<file path="src/hdl/rfscs_pkg.sv">
// ----------------------------------------------------------------------------
// rfscs_pkg
// Shared types and constants of the remote socket code serialiser.
// ----------------------------------------------------------------------------
`default_nettype none

package rfscs_pkg;

    localparam int FRAME_BYTES = 16;
    localparam int SYM_BYTES   = 12;   // frame bytes that carry a pattern symbol

    localparam logic [7:0] CHAR_ZERO  = 8'h30;
    localparam logic [7:0] CHAR_ONE   = 8'h31;
    localparam logic [7:0] CHAR_A     = 8'h41;
    localparam logic [7:0] CHAR_E     = 8'h45;
    localparam logic [7:0] MARK_BYTE  = 8'd128;

    localparam logic [7:0]  ONE_PATTERN_RST  = 8'd136;
    localparam logic [7:0]  ZERO_PATTERN_RST = 8'd142;
    localparam logic [15:0] BIT_TICKS_RST    = 16'd1;
    localparam logic [7:0]  REPEAT_RST       = 8'd10;

    typedef enum logic [1:0] {
        REG_ONE_PATTERN  = 2'd0,
        REG_ZERO_PATTERN = 2'd1,
        REG_BIT_TICKS    = 2'd2,
        REG_REPEAT_COUNT = 2'd3
    } reg_idx_t;

    typedef enum logic {
        OP_TICK = 1'b0,
        OP_SEND = 1'b1
    } opcode_t;

    typedef enum logic [1:0] {
        ST_TICK     = 2'd0,
        ST_SEND_OK  = 2'd1,
        ST_BAD_CODE = 2'd2,
        ST_BUSY     = 2'd3
    } status_t;

    // classified item as it travels from front to back
    typedef struct packed {
        opcode_t     opcode;
        logic [5:0]  pin;
        logic        code_ok;
        logic [4:0]  house;     // 1 = character '1'
        logic [4:0]  device;    // one-hot device letter
        logic        switch_on;
    } cmd_t;

    typedef struct packed {
        status_t     status;
        logic [5:0]  pin_out_index;
        logic        pin_level;
        logic        busy;
        logic        frame_done;
    } result_t;

endpackage

`default_nettype wire

</file>
<file path="src/hdl/rfscs_front.sv">
// ----------------------------------------------------------------------------
// rfscs_front
// Classifies an incoming item: checks the code characters and reduces them
// to house bits and a one-hot device selector.
// ----------------------------------------------------------------------------
`default_nettype none

module rfscs_front (
    input  wire logic                  opcode,
    input  wire logic [5:0]            pin_index,
    input  wire logic [7:0]            char_a,
    input  wire logic [7:0]            char_b,
    input  wire logic [7:0]            char_c,
    input  wire logic [7:0]            char_d,
    input  wire logic [7:0]            char_e,
    input  wire logic [7:0]            device_letter,
    input  wire logic                  switch_on,
    output rfscs_pkg::cmd_t            cmd
);

    logic [4:0][7:0] chars;
    logic [4:0]      is_one;
    logic [4:0]      is_zero;
    logic [4:0]      dev_hot;
    logic            dev_ok;

    assign chars = {char_e, char_d, char_c, char_b, char_a};

    always_comb begin
        for (int k = 0; k < 5; k++) begin
            is_one[k]  = (chars[k] == rfscs_pkg::CHAR_ONE);
            is_zero[k] = (chars[k] == rfscs_pkg::CHAR_ZERO);
            dev_hot[k] = (device_letter == rfscs_pkg::CHAR_A + 8'(k));
        end
    end

    assign dev_ok = (device_letter >= rfscs_pkg::CHAR_A) &&
                    (device_letter <= rfscs_pkg::CHAR_E);

    always_comb begin
        cmd.opcode    = rfscs_pkg::opcode_t'(opcode);
        cmd.pin       = pin_index;
        cmd.code_ok   = &(is_one | is_zero) && dev_ok;
        cmd.house     = is_one;
        cmd.device    = dev_hot;
        cmd.switch_on = switch_on;
    end

endmodule

`default_nettype wire

</file>
<file path="src/hdl/rfscs_queue.sv">
// ----------------------------------------------------------------------------
// rfscs_queue
// Short register queue of classified items between front and back.
// ----------------------------------------------------------------------------
`default_nettype none

module rfscs_queue #(
    parameter int DEPTH = 2
) (
    input  wire logic            aclk,
    input  wire logic            aresetn,
    input  wire logic            push,
    input  rfscs_pkg::cmd_t      push_data,
    output logic                 not_full,
    input  wire logic            pop,
    output rfscs_pkg::cmd_t      pop_data,
    output logic                 not_empty
);

    localparam int PTR_W = (DEPTH > 1) ? $clog2(DEPTH) : 1;
    localparam int CNT_W = $clog2(DEPTH + 1);
    localparam logic [PTR_W-1:0] LAST = PTR_W'(DEPTH - 1);

    rfscs_pkg::cmd_t  mem_reg [DEPTH];
    logic [PTR_W-1:0] wr_ptr_reg, wr_ptr_next;
    logic [PTR_W-1:0] rd_ptr_reg, rd_ptr_next;
    logic [CNT_W-1:0] count_reg, count_next;
    logic             do_push, do_pop;

    assign not_full  = (count_reg != CNT_W'(DEPTH));
    assign not_empty = (count_reg != '0);
    assign do_push   = push && not_full;
    assign do_pop    = pop && not_empty;
    assign pop_data  = mem_reg[rd_ptr_reg];

    always_comb begin
        wr_ptr_next = wr_ptr_reg;
        rd_ptr_next = rd_ptr_reg;
        count_next  = count_reg;
        if (do_push) begin
            wr_ptr_next = (wr_ptr_reg == LAST) ? '0 : wr_ptr_reg + 1'b1;
        end
        if (do_pop) begin
            rd_ptr_next = (rd_ptr_reg == LAST) ? '0 : rd_ptr_reg + 1'b1;
        end
        if (do_push && !do_pop) begin
            count_next = count_reg + 1'b1;
        end else if (do_pop && !do_push) begin
            count_next = count_reg - 1'b1;
        end
    end

    always_ff @(posedge aclk) begin
        if (!aresetn) begin
            wr_ptr_reg <= '0;
            rd_ptr_reg <= '0;
            count_reg  <= '0;
        end else begin
            wr_ptr_reg <= wr_ptr_next;
            rd_ptr_reg <= rd_ptr_next;
            count_reg  <= count_next;
        end
    end

    always_ff @(posedge aclk) begin
        if (do_push) begin
            mem_reg[wr_ptr_reg] <= push_data;
        end
    end

endmodule

`default_nettype wire

</file>
<file path="src/hdl/rfscs_back.sv">
// ----------------------------------------------------------------------------
// rfscs_back
// Carries out classified items: holds the frame and transmit counters,
// the configuration registers, and the registered result.
// ----------------------------------------------------------------------------
`default_nettype none

module rfscs_back (
    input  wire logic              aclk,
    input  wire logic              aresetn,
    input  wire logic              cfg_we,
    input  wire logic [7:0]        cfg_index,
    input  wire logic [15:0]       cfg_data,
    input  wire logic              cmd_valid,
    input  rfscs_pkg::cmd_t        cmd,
    output logic                   cmd_pop,
    output logic                   res_valid,
    input  wire logic              res_ready,
    output rfscs_pkg::result_t     res
);

    localparam int SYM = rfscs_pkg::SYM_BYTES;

    logic [7:0]     one_pat_reg, zero_pat_reg, repeat_cnt_reg;
    logic [15:0]    bit_ticks_reg;

    logic [SYM-1:0] sym_reg, sym_next;
    logic [7:0]     frame_one_reg, frame_one_next;
    logic [7:0]     frame_zero_reg, frame_zero_next;
    logic [3:0]     byte_pos_reg, byte_pos_next;
    logic [2:0]     bit_pos_reg, bit_pos_next;
    logic [7:0]     repeat_left_reg, repeat_left_next;
    logic [15:0]    tick_count_reg, tick_count_next;
    logic           active_reg, active_next;
    logic [5:0]     held_pin_reg, held_pin_next;

    logic           res_valid_reg;
    rfscs_pkg::result_t res_reg, res_next;

    logic [15:0]    sym_pad;
    logic [7:0]     cur_byte;
    logic           cur_level;
    logic [15:0]    hold;
    logic [16:0]    tick_inc;

    // configuration
    always_ff @(posedge aclk) begin
        if (!aresetn) begin
            one_pat_reg    <= rfscs_pkg::ONE_PATTERN_RST;
            zero_pat_reg   <= rfscs_pkg::ZERO_PATTERN_RST;
            bit_ticks_reg  <= rfscs_pkg::BIT_TICKS_RST;
            repeat_cnt_reg <= rfscs_pkg::REPEAT_RST;
        end else if (cfg_we && cfg_index[7:2] == '0) begin
            unique case (rfscs_pkg::reg_idx_t'(cfg_index[1:0]))
                rfscs_pkg::REG_ONE_PATTERN:  one_pat_reg    <= cfg_data[7:0];
                rfscs_pkg::REG_ZERO_PATTERN: zero_pat_reg   <= cfg_data[7:0];
                rfscs_pkg::REG_BIT_TICKS:    bit_ticks_reg  <= cfg_data;
                rfscs_pkg::REG_REPEAT_COUNT: repeat_cnt_reg <= cfg_data[7:0];
                default: ;
            endcase
        end
    end

    // take the next item whenever the result register is free or draining
    assign cmd_pop   = cmd_valid && (!res_valid_reg || res_ready);
    assign res_valid = res_valid_reg;
    assign res       = res_reg;

    // current frame byte: patterns are captured when the send is accepted
    assign sym_pad = {{(16 - SYM){1'b0}}, sym_reg};
    always_comb begin
        if (byte_pos_reg < 4'(SYM)) begin
            cur_byte = sym_pad[byte_pos_reg] ? frame_one_reg : frame_zero_reg;
        end else if (byte_pos_reg == 4'(SYM)) begin
            cur_byte = rfscs_pkg::MARK_BYTE;
        end else begin
            cur_byte = '0;
        end
    end
    assign cur_level = active_reg && cur_byte[3'd7 - bit_pos_reg];

    assign hold     = (bit_ticks_reg == '0) ? 16'd1 : bit_ticks_reg;
    assign tick_inc = {1'b0, tick_count_reg} + 17'd1;

    always_comb begin
        sym_next         = sym_reg;
        frame_one_next   = frame_one_reg;
        frame_zero_next  = frame_zero_reg;
        byte_pos_next    = byte_pos_reg;
        bit_pos_next     = bit_pos_reg;
        repeat_left_next = repeat_left_reg;
        tick_count_next  = tick_count_reg;
        active_next      = active_reg;
        held_pin_next    = held_pin_reg;
        res_next         = res_reg;

        if (cmd_pop) begin
            res_next.status     = rfscs_pkg::ST_TICK;
            res_next.pin_level  = 1'b0;
            res_next.frame_done = 1'b0;
            if (cmd.opcode == rfscs_pkg::OP_TICK) begin
                if (active_reg) begin
                    res_next.pin_level = cur_level;
                    tick_count_next    = tick_inc[15:0];
                    if (tick_inc >= {1'b0, hold}) begin
                        tick_count_next = '0;
                        bit_pos_next    = bit_pos_reg + 3'd1;
                        if (bit_pos_reg == 3'd7) begin
                            byte_pos_next = byte_pos_reg + 4'd1;
                            if (byte_pos_reg == 4'(rfscs_pkg::FRAME_BYTES - 1)) begin
                                repeat_left_next = repeat_left_reg - 8'd1;
                                if (repeat_left_reg == 8'd1) begin
                                    active_next         = 1'b0;
                                    res_next.frame_done = 1'b1;
                                end
                            end
                        end
                    end
                end
            end else if (active_reg) begin
                res_next.status    = rfscs_pkg::ST_BUSY;
                res_next.pin_level = cur_level;
            end else if (!cmd.code_ok) begin
                res_next.status = rfscs_pkg::ST_BAD_CODE;
            end else begin
                res_next.status  = rfscs_pkg::ST_SEND_OK;
                sym_next         = {!cmd.switch_on, cmd.switch_on, cmd.device, cmd.house};
                frame_one_next   = one_pat_reg;
                frame_zero_next  = zero_pat_reg;
                byte_pos_next    = '0;
                bit_pos_next     = '0;
                tick_count_next  = '0;
                repeat_left_next = (repeat_cnt_reg == '0) ? 8'd1 : repeat_cnt_reg;
                held_pin_next    = cmd.pin;
                active_next      = 1'b1;
            end
            res_next.pin_out_index = held_pin_next;
            res_next.busy          = active_next;
        end
    end

    always_ff @(posedge aclk) begin
        if (!aresetn) begin
            byte_pos_reg    <= '0;
            bit_pos_reg     <= '0;
            repeat_left_reg <= '0;
            tick_count_reg  <= '0;
            active_reg      <= 1'b0;
            held_pin_reg    <= '0;
            res_valid_reg   <= 1'b0;
        end else begin
            byte_pos_reg    <= byte_pos_next;
            bit_pos_reg     <= bit_pos_next;
            repeat_left_reg <= repeat_left_next;
            tick_count_reg  <= tick_count_next;
            active_reg      <= active_next;
            held_pin_reg    <= held_pin_next;
            if (cmd_pop) begin
                res_valid_reg <= 1'b1;
            end else if (res_ready) begin
                res_valid_reg <= 1'b0;
            end
        end
    end

    always_ff @(posedge aclk) begin
        sym_reg        <= sym_next;
        frame_one_reg  <= frame_one_next;
        frame_zero_reg <= frame_zero_next;
        res_reg        <= res_next;
    end

endmodule

`default_nettype wire

</file>
<file path="src/hdl/rf_socket_code_serializer_unit.sv">
// ----------------------------------------------------------------------------
// rf_socket_code_serializer_unit
// On/off keyed remote socket code transmitter: checks send commands, builds
// the 16-byte frame and shifts it out MSB first on tick items.
// ----------------------------------------------------------------------------
//  channel   direction  handshake            payload
//  s_*       in         s_tvalid/s_tready    s_tdata, s_tuser (opcode)
//  m_*       out        m_tvalid/m_tready    m_tdata, m_tuser (status)
//  cfg_*     in         cfg_valid/cfg_ready  cfg_index, cfg_data
//
//  One item per cycle sustained while m_tready stays high; an item's result
//  passes the queue entry and then the result register before m_* offers it.
//  The front decodes codes without state; the back updates the transmit
//  counters once per item. A stalled m_ side fills the queue (QUEUE_DEPTH
//  items) before s_tready drops. Reset clears counters and queue; the
//  frame contents are rebuilt by every accepted send. Configuration is
//  always ready.
// ----------------------------------------------------------------------------
`default_nettype none

module rf_socket_code_serializer_unit #(
    parameter int QUEUE_DEPTH = 2
) (
    input  wire logic        aclk,
    input  wire logic        aresetn,
    input  wire logic        s_tvalid,
    output logic             s_tready,
    // pin_index[5:0], char_a[13:6], char_b[21:14], char_c[29:22], char_d[37:30],
    // char_e[45:38], device_letter[53:46], switch_on[54], zero pad[55]
    input  wire logic [55:0] s_tdata,
    // opcode[0]
    input  wire logic [0:0]  s_tuser,
    output logic             m_tvalid,
    input  wire logic        m_tready,
    // pin_out_index[5:0], pin_level[6], busy_res[7], frame_done[8], zero pad[15:9]
    output logic [15:0]      m_tdata,
    // status[1:0]
    output logic [1:0]       m_tuser,
    input  wire logic        cfg_valid,
    output logic             cfg_ready,
    input  wire logic [7:0]  cfg_index,
    input  wire logic [15:0] cfg_data
);

    rfscs_pkg::cmd_t    front_cmd;
    rfscs_pkg::cmd_t    back_cmd;
    rfscs_pkg::result_t res;
    logic               q_not_full, q_not_empty, q_pop;

    assign cfg_ready = 1'b1;

    rfscs_front u_front (
        .opcode        (s_tuser[0]),
        .pin_index     (s_tdata[5:0]),
        .char_a        (s_tdata[13:6]),
        .char_b        (s_tdata[21:14]),
        .char_c        (s_tdata[29:22]),
        .char_d        (s_tdata[37:30]),
        .char_e        (s_tdata[45:38]),
        .device_letter (s_tdata[53:46]),
        .switch_on     (s_tdata[54]),
        .cmd           (front_cmd)
    );

    rfscs_queue #(
        .DEPTH (QUEUE_DEPTH)
    ) u_queue (
        .aclk      (aclk),
        .aresetn   (aresetn),
        .push      (s_tvalid),
        .push_data (front_cmd),
        .not_full  (q_not_full),
        .pop       (q_pop),
        .pop_data  (back_cmd),
        .not_empty (q_not_empty)
    );

    assign s_tready = q_not_full;

    rfscs_back u_back (
        .aclk      (aclk),
        .aresetn   (aresetn),
        .cfg_we    (cfg_valid),
        .cfg_index (cfg_index),
        .cfg_data  (cfg_data),
        .cmd_valid (q_not_empty),
        .cmd       (back_cmd),
        .cmd_pop   (q_pop),
        .res_valid (m_tvalid),
        .res_ready (m_tready),
        .res       (res)
    );

    assign m_tdata = {7'b0, res.frame_done, res.busy, res.pin_level, res.pin_out_index};
    assign m_tuser = res.status;

    // a finished frame always leaves the block idle
    a_done_idle: assert property (@(posedge aclk) disable iff (!aresetn)
        m_tvalid && m_tdata[8] |-> !m_tdata[7] && m_tuser == rfscs_pkg::ST_TICK)
        else $error("frame_done reported while still busy");

    // an accepted send starts a frame with the pin still low
    a_send_busy: assert property (@(posedge aclk) disable iff (!aresetn)
        m_tvalid && m_tuser == rfscs_pkg::ST_SEND_OK |-> m_tdata[7] && !m_tdata[6])
        else $error("accepted send without busy or with pin high");

    // rejection for a bad code only happens while idle
    a_bad_idle: assert property (@(posedge aclk) disable iff (!aresetn)
        m_tvalid && m_tuser == rfscs_pkg::ST_BAD_CODE |-> !m_tdata[7] && !m_tdata[6])
        else $error("bad code rejected while busy");

    // busy rejection only while a frame is running
    a_busy_rej: assert property (@(posedge aclk) disable iff (!aresetn)
        m_tvalid && m_tuser == rfscs_pkg::ST_BUSY |-> m_tdata[7] && !m_tdata[8])
        else $error("busy rejection while idle");

endmodule

`default_nettype wire

</file>
<file path="config.mk">
export PLATFORM = sky130hd
export DESIGN_NAME = rf_socket_code_serializer_unit
export DESIGN_NICKNAME = d
export VERILOG_FILES = /design/src/hdl/rfscs_pkg.sv /design/src/hdl/rfscs_front.sv /design/src/hdl/rfscs_queue.sv /design/src/hdl/rfscs_back.sv /design/src/hdl/rf_socket_code_serializer_unit.sv
export SDC_FILE = /design/constraint.sdc
export NUM_CORES = 1
export LEC_CHECK = 0
export BUFFER_PORTS_ARGS = -buffer_cell sky130_fd_sc_hd__clkbuf_2
export CORE_MARGIN = 2
export CORE_UTILIZATION = 55
export DETAILED_ROUTE_END_ITERATION = 10
export PLACE_DENSITY_LB_ADDON = 0.12
export SYNTH_ARGS = -nofsm -noshare
export SYNTH_HDL_FRONTEND = slang
export SYNTH_SLANG_ARGS = --single-unit
export TNS_END_PERCENT = 1
</file>
<file path="constraint.sdc">
create_clock -name aclk -period 4.7 [get_ports aclk]
set_input_delay 0.94 -clock aclk [delete_from_list [all_inputs] [get_ports aclk]]
set_output_delay 0.94 -clock aclk [all_outputs]
set_load 0.005 [all_outputs]
</file>
* Word-level counts from Yosys, hierarchy flattened
Memories as Yosys holds them, arrays and structs flattened. A register that Yosys moved wholly into a read port is not among the register bits. Cells that the tools add are included.
Storage, ports and cells: register bits after elaboration 122, bits in latches 0, RAM bits 38, memory bits (read-only) 0, output and inout port bits 21, memories 1
Memories:
- u_queue.mem_reg | depth 2, width 19, rd ports 1, clocked after Yosys merged registers in 1, wr ports 1, line rfscs_queue.sv:24 | rfscs_pkg::cmd_t mem_reg [DEPTH];
Cells by class: add/sub/neg operators 9, multipliers 0, div/mod/pow operators 0, order comparisons 6, equal/unequal tests 24, shift operators 0, multiplexer cells 56, bitwise gates (word level) 5, reduce and logical (&&, ||, !) cells 37
Operator list (number):
- 2-to-1 mux 16 bit | 6
- 2-to-1 mux 8 bit | 11
- == test 8 x 6 -> 1 bit (second input constant) | 10
- == test 8 x 7 -> 1 bit (second input constant) | 5
- 2-to-1 mux 4 bit | 6
- 2-to-1 mux 1 bit | 19
- 2-to-1 mux 6 bit | 3
- adder 16 x 1 -> 17 bit (second input constant) | 1
- greater-or-equal comparator 17 x 16 -> 1 bit | 1
- logical NOT 16 bit | 1
- nonzero test 2 bit | 8
- 2-to-1 mux 3 bit | 5
- AND reduction 5 bit | 2
- logical AND 1 bit | 9
- == test 4 bit (second input constant) | 2
- == test 8 x 1 -> 1 bit (second input constant) | 1
- greater-or-equal comparator 8 x 7 -> 1 bit (second input constant) | 1
- less-or-equal comparator 8 x 7 -> 1 bit (second input constant) | 1
- logical NOT 8 bit | 1
- 2-to-1 mux 2 bit | 4
- AND reduction 2 bit | 4
- AND reduction 4 bit | 2
- subtractor 8 x 1 -> 8 bit (second input constant) | 1
- AND reduction 7 bit | 1
- other kinds (23) | 32

* Depth between registers and ports, before layout
Gate-level depths: netlist (run 1).
word-level depth 7, gate-level depth with buffers 14, gate-level depth less buffers 12

* Cells and area by module
From an unflattened synthesis (run 1), not the netlist that was laid out.
Unflattened totals: cells, all modules 709, area total of the unflattened synthesis 7713.6 um2
By module, submodules not included:
- rfscs_back | times used 1, cells an instance 579, area each 5730.5 um2, seq. area each 2752.6 um2
- rfscs_queue | times used 1, cells an instance 83, area each 1610.3 um2, seq. area each 1241.2 um2
- rfscs_front | times used 1, cells an instance 37, area each 305.3 um2, seq. area each 0.0 um2
- rf_socket_code_serializer_unit | times used 1, cells an instance 10, area each 67.6 um2, seq. area each 0.0 um2

* Worst setup path before layout (run 1)
OpenSTA, ideal clock, no wires.
path kind register -> register, start reg u_back.tick_count_reg[0], end reg u_back.tick_count_reg[2], data arrival time 3.448 ns, slack 1.177 ns, stages on the path, launching flop included 15, buffers on the path 2, cell sequence dfxtp_1 ha_1 nand3_1 nor3_2 or3b_1 xnor2_1 ha_1 a21o_1 a21o_1 a21oi_1 and2_1 clkbuf_1 clkbuf_1 nand4b_1 a31oi_1
On the way: cells in the longest elaborated chain, start to end 5
Ends and longest elaborated chain:
- start, declared | line rfscs_back.sv:33 | logic [15:0] tick_count_reg, tick_count_next;
- start signal, assigned | line rfscs_back.sv:155 | tick_count_reg <= tick_count_next;
- adder 16 x 1 -> 17 bit * | line rfscs_back.sv:83 | assign tick_inc = {1'b0, tick_count_reg} + 17'd1;
- greater-or-equal comparator 17 x 16 -> 1 bit | line rfscs_back.sv:105 | if (tick_inc >= {1'b0, hold}) begin
- 2-to-1 mux 16 bit * | line rfscs_back.sv:105
- 2-to-1 mux 16 bit * | line rfscs_back.sv:102 | if (active_reg) begin
- 2-to-1 mux 16 bit * | line rfscs_back.sv:101 | if (cmd.opcode == rfscs_pkg::OP_TICK) begin
Mark *: on every way between the ends. The rest lies on a longest branch, timed or not. The select of a mux whose other input is x is not followed. A chain may end at the register's enable or synchronous reset.

* Final worst setup path (run 1)
start reg u_back.tick_count_reg[0], end reg u_back.repeat_left_reg[0]
On the way: cells in the longest elaborated chain, start to end 4
Ends and longest elaborated chain:
- adder 16 x 1 -> 17 bit | line rfscs_back.sv:83
- greater-or-equal comparator 17 x 16 -> 1 bit | line rfscs_back.sv:105
- nonzero test 2 bit (no line)
- AND reduction 7 bit (no line)
- end signal, assigned | line rfscs_back.sv:154 | repeat_left_reg <= repeat_left_next;
- end, declared | line rfscs_back.sv:32 | logic [7:0] repeat_left_reg, repeat_left_next;
No other way between the ends.

==> impl_results.md, run 1 <==
- CTS buffer count: 17
- Hold Crit Class: reg -> reg
- TritonCTS Sinks: roughly 160
- Port buffer count: 97
- Period utilisation layout: 0.809
- Post-Route WL: 16500 um
- Layout Nets: between 900 and 1000
- Starting DRC count in detailed routing: about 430
- Fillcell total: around 1100
- Worst Hold Depth: 0
- Routed len/inst: 16.0 um
- Main combinational cell family by area after synthesis: simple AND/OR/NAND/NOR gates
- Synthesis-to-layout area growth: 14.0%
- RSZ-0062 raised after global routing: no
- Grt ovf: 0
- Combinational share of power: 0.205
- Post-synthesis cell area: roughly 7900 um2
- Worst Reg-to-Reg Cells: 14
- Sequential area share after synthesis: 0.507
- Met3 Track Usage GR: 0.0527
- Reg area: ~4000 um2
- Maximum Capacitance Violations: 0
- Rel. slew slack: 0.342
- Clk_skew: between 10 and 15 ps
- Gr busiest metal: met2
- Sw Share: 0.288
- Most common cell after layout, fill and taps aside: clkbuf_2
- # rows: 43
- Antenna Nets Post-Route: 0
- Critical Path Source Type: register
- Synth area leaders: edfxtp_1 29%, dfxtp_1 21%, mux2i_1 8.0%
- Post_cts resized: 0
- Max reg flops: 38
- Sw Pwr: approximately 1.1 mW
- Post-route setup TNS: 0 ps
- Remaining DRCs: 0
- Die area: ~15000 um2
- CTS tree: built
- Number of post-CTS setup repair buffers: 0
- Top_reg_cell synth: dfxtp_1
- Yosys top cell area share: 0.293
- Fin crit period: 3800 ps
- Sequential power share: 0.451
- Die Wd: 124 um
- Synth Register Bits: 161
- Global Route Usage Sum: 0.225
- Mapped Cells: between 700 and 800
- Setup Crit Path Kind: reg -> reg
- Simple-gate portion of the synthesized area: 0.174
- Overall die height: about 120 um
- Area of the multi-input gates: 3490 um2
- Post-synthesis compound-gate area fraction: 0.0889
- Cell leakage power: ~3.7 nW
- Core area: 13900 um2
- Clk_lat worst skew: between 400 and 500 ps
- Crit-path max FO: 13
- Initial antenna violation count: 0
- GR Util met2: 0.362
- Largest net degree at the start of global routing: 54
- Fmax: 263 MHz
- Synth cell types: between 70 and 80
- Critical path required time: ~5000 ps
- # IOs: between 100 and 150
- DR vias/cell: between 5 and 6
- Met1 Use GR: 0.305
- Final Instance Area: 8990 um2
- Yosys warnings: 0
- Final hold vios: 0
- CTS clk-pin slew, worst paths: 60 ps
- Initial Util: 0.566
- Worst VDD drop: 0.301 mV
- Hold_buf cts: 0
- Post-Place Cell Area: about 8400 um2
- Status: finished, final reports clean
- Yosys top cell by area: edfxtp_1
- Most frequent cells in the layout: 97 x clkbuf_2, 85 x nor2_1, 84 x dfxtp_1, 77 x edfxtp_1, 63 x mux2i_1
- GP Congestion: between 0.8 and 0.9
- Post-synthesis mux area share: 0.116
- CTS root buf: clkbuf_16
- Vias in the first global route: ~5600
- Power share of the clock group: 0.344
- First drt pass iteration count: 6
- Share of layout cells above drive strength 1: 0.195
- Power Density: between 400 and 500 nW/um2
- Routed via count: around 5800
- Pwr Total: a little under 4 mW
- Synth Area in XOR/XNOR: 0.0200
- Final Setup Violations: 0
- Bufs on Longest Clock Path: 2
- Fin util: 0.645
- H-Tree Depth: 4
- Post-DP HPWL: 11800 um
- Ys async rst share: 0
- First-pass GRT wire length: between 20000 and 30000 um
- Post-synth EDFFs: 77
- Final Max Slew Viols: 0
- Least-Margin Pin Slew: just under 1000 ps
- Int Pwr: approximately 2.8 mW
- Post-synthesis adder-cell area fraction: 0.0397
- Crit end category: register
- Mean Syn Cell Area: 10.5 um2
- ANT cells: 0
- Worst EP arrival: 4080 ps
synth_stat cells (6+ instances only):
library cell / number
ha_1: 25
a21o_1: 6
edfxtp_1: 77
nor2_1: 85
nand4_1: 19
xnor2_1: 9
or3_1: 8
and2_1: 7
nor4_1: 12
inv_1: 32
and3_1: 7
nor3_1: 13
nand2_1: 58
buf_4: 9
mux2i_1: 63
a21oi_1: 39
a211oi_1: 8
a31oi_1: 6
nand2b_1: 7
nand3_1: 28
xor2_1: 9
buf_2: 7
dfxtp_1: 84
clkbuf_1: 24
mux2_2: 13
o21ai_0: 11
kinds of logic (layout without fill, tap and decap cells):
kind of cell	count (synthesis)	after routing
DFF	161	161
muxes	84	84
buffers and inverters	82	173
AOI/OAI and AO/OA	105	105
adders and majority gates	25	25
xor gates and xnor gates	18	18
and+or+nand+nor	276	276
other	2	8
worst paths after layout:
kind | from | slack, ps | end
worst max-delay path | u_back.tick_count_reg[0] | 900 | u_back.repeat_left_reg[0]
worst min-delay path | u_back.zero_pat_reg[2] | 430 | u_back.frame_zero_reg[2]
worst max register to register | u_back.tick_count_reg[0] | 900 | u_back.repeat_left_reg[0]
worst min register to register | u_back.zero_pat_reg[2] | 430 | u_back.frame_zero_reg[2]
layout make-up:
cell class / instances / area share
repair buffers: 108 / 0.0632
clock inverters: 10 / 0.0109
clock buffers: 22 / 0.0542
well taps: 180 / 0.0251
multi-input cells: 516 / 0.388
inverters: 33 / 0.0138
flip-flops and latches: 161 / 0.444
power by group through the flow:
stage,combinational (mW),clock [mW],sequential [mW]
after floorplan,0.567,0,1.77
after global placement,0.765,0,1.79
after detailed placement,0.799,0,1.80
after CTS,0.806,1.37,1.77
after global routing,0.896,1.43,1.78
final,0.804,1.35,1.77
routing by layer:
| layer | wire (um) | part of all wire |
|---|---|---|
| met5 | 0 | 0 |
| met2 | 7860 | 0.48 |
| met4 | 225 | 0.014 |
| met1 | 7620 | 0.46 |
| met3 | 827 | 0.050 |
metrics by stage:
stage | instances | setup WS, ps | hold WS (ps)
global placement | 998 | 1040 | 417
finish | 1030 | 899 | 433
floorplan | 759 | 1180 | 408
detailed placement | 998 | 961 | 419
global route | 1030 | 660 | 445
CTS | 1030 | 925 | 434
worst max-delay path: stages, from the launching register on:
cell	delay (ps)
dfxtp_1	470
ha_1	280
nand3_1	240
nor3_2	380
or3b_1	400
xnor2_1	220
ha_1	280
a21o_1	180
a21o_1	180
a21oi_1	120
buf_4	160
and2_1	140
buf_4	190
a21o_1	280
a221oi_1	130
(Power assumes the default switching activity.)
==> run 2: changes to the inputs <==
--- a/config.mk
+++ b/config.mk
@@ -5,6 +5,7 @@
 export SDC_FILE = /design/constraint.sdc
 export NUM_CORES = 1
 export LEC_CHECK = 0
+export ABC_AREA = 1
 export BUFFER_PORTS_ARGS = -buffer_cell sky130_fd_sc_hd__clkbuf_2
 export CORE_MARGIN = 2
 export CORE_UTILIZATION = 55
==> constraint.sdc (replaced) <==
create_clock -name aclk -period 3.7 [get_ports aclk]
set_input_delay 0.74 -clock aclk [delete_from_list [all_inputs] [get_ports aclk]]
set_output_delay 0.74 -clock aclk [all_outputs]
set_load 0.005 [all_outputs]
==> impl_results.md, run 2 <==
- Worst Hold Depth: 0
- Post-synth EDFFs: 77
- Starting DRC count in detailed routing: about 360
- H-Tree Depth: 4
- Top_reg_cell synth: dfxtp_1
- Synth cell types: 50
- Crit end category: register
- Post-Place Cell Area: 8310 um2
- Core area: 13800 um2
- Max reg flops: 38
- First-pass GRT wire length: 24900 um
- TritonCTS Sinks: approximately 160
- CTS tree: built
- Setup Crit Path Kind: reg -> reg
- Post-DP HPWL: approximately 11000 um
- RSZ-0062 raised after global routing: no
- Die area: roughly 15000 um2
- Most common cell after layout, fill and taps aside: nand2_1
- CTS buffer count: 17
- Mapped Cells: approximately 880
- Critical path required time: just over 4000 ps
- Reg-to-reg slack, setup: 390 ps
- Maximum Capacitance Violations: 0
- First drt pass iteration count: 5
- ANT cells: 0
- Worst Reg-to-Reg Cells: 16
- Final Non-Filler Cells: ~1200
- Post-route setup TNS: 0 ps
- CTS clk-pin slew, worst paths: about 60 ps
- Final hold vios: 0
- Final Instance Area: about 8900 um2
- Fmax: 302 MHz
- Routed via count: just under 6000
- Hold_buf cts: 0
- Port buffer count: 97
- Worst EP arrival: between 3000 and 4000 ps
- Bufs on Longest Clock Path: 2
- Mean Syn Cell Area: 8.79 um2
- Clk_lat worst skew: approximately 430 ps
- Global Route Usage Sum: 0.212
- Overall die height: roughly 120 um
- Critical Path Source Type: register
- Initial antenna violation count: 0
- Remaining DRCs: 0
- Largest net degree at the start of global routing: between 40 and 50
- DR vias/cell: a little over 5
- Post_cts resized: 0
- CTS root buf: clkbuf_16
- # IOs: around 110
- Fin crit period: 3310 ps
- Die Wd: between 100 and 150 um
- Crit-path max FO: 16
- Synth Register Bits: 161
- Hold endpoint: u_back.frame_zero_reg[7]
- GP Congestion: a little over 0.8
- Synth top cells by count: 177 x nand2_1, 115 x nor2_1, 101 x inv_1, 84 x dfxtp_1, 77 x edfxtp_1
- Worst reg2reg endpoint: u_back.tick_count_reg[4]
- Cell with the most instances after synthesis: nand2_1
- Sequential area share after synthesis: 0.518
- Most frequent cells in the layout: 177 x nand2_1, 115 x nor2_1, 101 x inv_1, 97 x clkbuf_2, 84 x dfxtp_1
- Hold Crit Class: reg -> reg
- Hold_sp: u_back.zero_pat_reg[7]
- Synthesis-to-layout area growth: 15.9%
- Ys async rst share: 0
- Yosys top cell area share: 0.300
- Yosys warnings: 0
- DP Cell Count: roughly 1100
- Period utilisation layout: 0.895
- Grt ovf: 0
- FF-to-FF Start: u_back.tick_count_reg[0]
- Antenna Nets Post-Route: 0
- # rows: 43
- Status: finished, final reports clean
- Number of post-CTS setup repair buffers: 0
- Clk_skew: approximately 7.9 ps
- Layout Nets: 1083
- Final Setup Violations: 0
- Post-synthesis cell area: around 7700 um2
- Final Max Slew Viols: 0
- Yosys top cell by area: edfxtp_1
- Vias in the first global route: 5422
- Worst VDD drop: about 0.37 mV
- Post-Route WL: approximately 15000 um
- Synth area leaders: edfxtp_1 30%, dfxtp_1 22%, nand2_1 8.6%
- Rel. slew slack: 0.359
- Routed len/inst: between 10 and 15 um
- Cell leakage power: between 3 and 4 nW
- Power Density: approximately 610 nW/um2
- Initial Util: 0.559
- Least-Margin Pin Slew: roughly 960 ps
- Share of layout cells above drive strength 1: 0.182
-- run 2: routing by layer --
metal	global-route usage	vias to the layer above	wire (um)	part of all wire
li1	-	3082	-	-
met1	0.276	2638	7090	0.48
met2	0.348	128	6850	0.46
met3	0.0567	23	660	0.044
met4	0.0625	0	250	0.017
met5	0	-	0	0
-- run 2: worst max-delay path by stage --
stage                                   from                        end  slack, ps
finish              u_back.tick_count_reg[0]   u_back.tick_count_reg[4]        390
global route        u_back.tick_count_reg[0]  u_back.tick_count_reg[12]        0.8
CTS                 u_back.tick_count_reg[0]   u_back.tick_count_reg[7]        370
detailed placement  u_back.tick_count_reg[0]   u_back.tick_count_reg[4]        390
global placement    u_back.tick_count_reg[0]   u_back.tick_count_reg[2]        460
floorplan           u_back.tick_count_reg[0]   u_back.tick_count_reg[8]        820
-- run 2: final cells by class --
| type | instances | area [um2] |
|---|---|---|
| clock inverter | 10 | 121 |
| sequential | 161 | 3990 |
| clock buffer | 22 | 495 |
| fill | 1234 | 4840 |
| multi-input combinational | 578 | 3140 |
| timing repair buffer | 104 | 538 |
| tap | 180 | 225 |
| inverter | 110 | 413 |
-- run 2: where the power goes --
part | switching, mW | leakage, nW | internal, mW
clock network | 0.709 | 0.299 | 1.09
logic | 0.821 | 2.15 | 0.475
registers | 0.118 | 1.39 | 2.18
-- run 2: critical path, cell delays in order, from the launching register on --
cell      delay [ps]
dfxtp_1          390
ha_1             200
nand2_1           90
nor2_2           180
nand3_2          120
nor2_4           150
nand3_1          110
nor2_1           130
xor2_1           210
ha_1             280
a21oi_1          150
o21bai_1          70
a21oi_1          290
nand4_4          220
nor2_4           390
nand2_1          110
a21oi_1          140
-- run 2: stage by stage --
stage / utilization / hold WS, ps / power, mW / worst slack [ps]
after floorplan: - / 403 / 3.28 / 819
after global placement: 0.603 / 411 / 3.62 / 457
after detailed placement: 0.603 / 416 / 3.64 / 387
after CTS: 0.648 / 433 / 5.45 / 365
after global routing: 0.648 / 444 / 5.73 / 0.811
final: 0.648 / 435 / 5.40 / 387
-- run 2: cell families (layout without fill, tap and decap cells) --
| group | after synthesis | in the layout | synth area share |
|---|---|---|---|
| other cells | 2 | 8 | 0.000975 |
| flops | 161 | 161 | 0.518 |
| mux | 17 | 17 | 0.0247 |
| buf+inv | 143 | 246 | 0.0767 |
| xor+xnor | 20 | 20 | 0.0227 |
| compound gates | 111 | 111 | 0.0864 |
| simple gates | 397 | 397 | 0.229 |
| fa+ha+maj | 25 | 25 | 0.0406 |
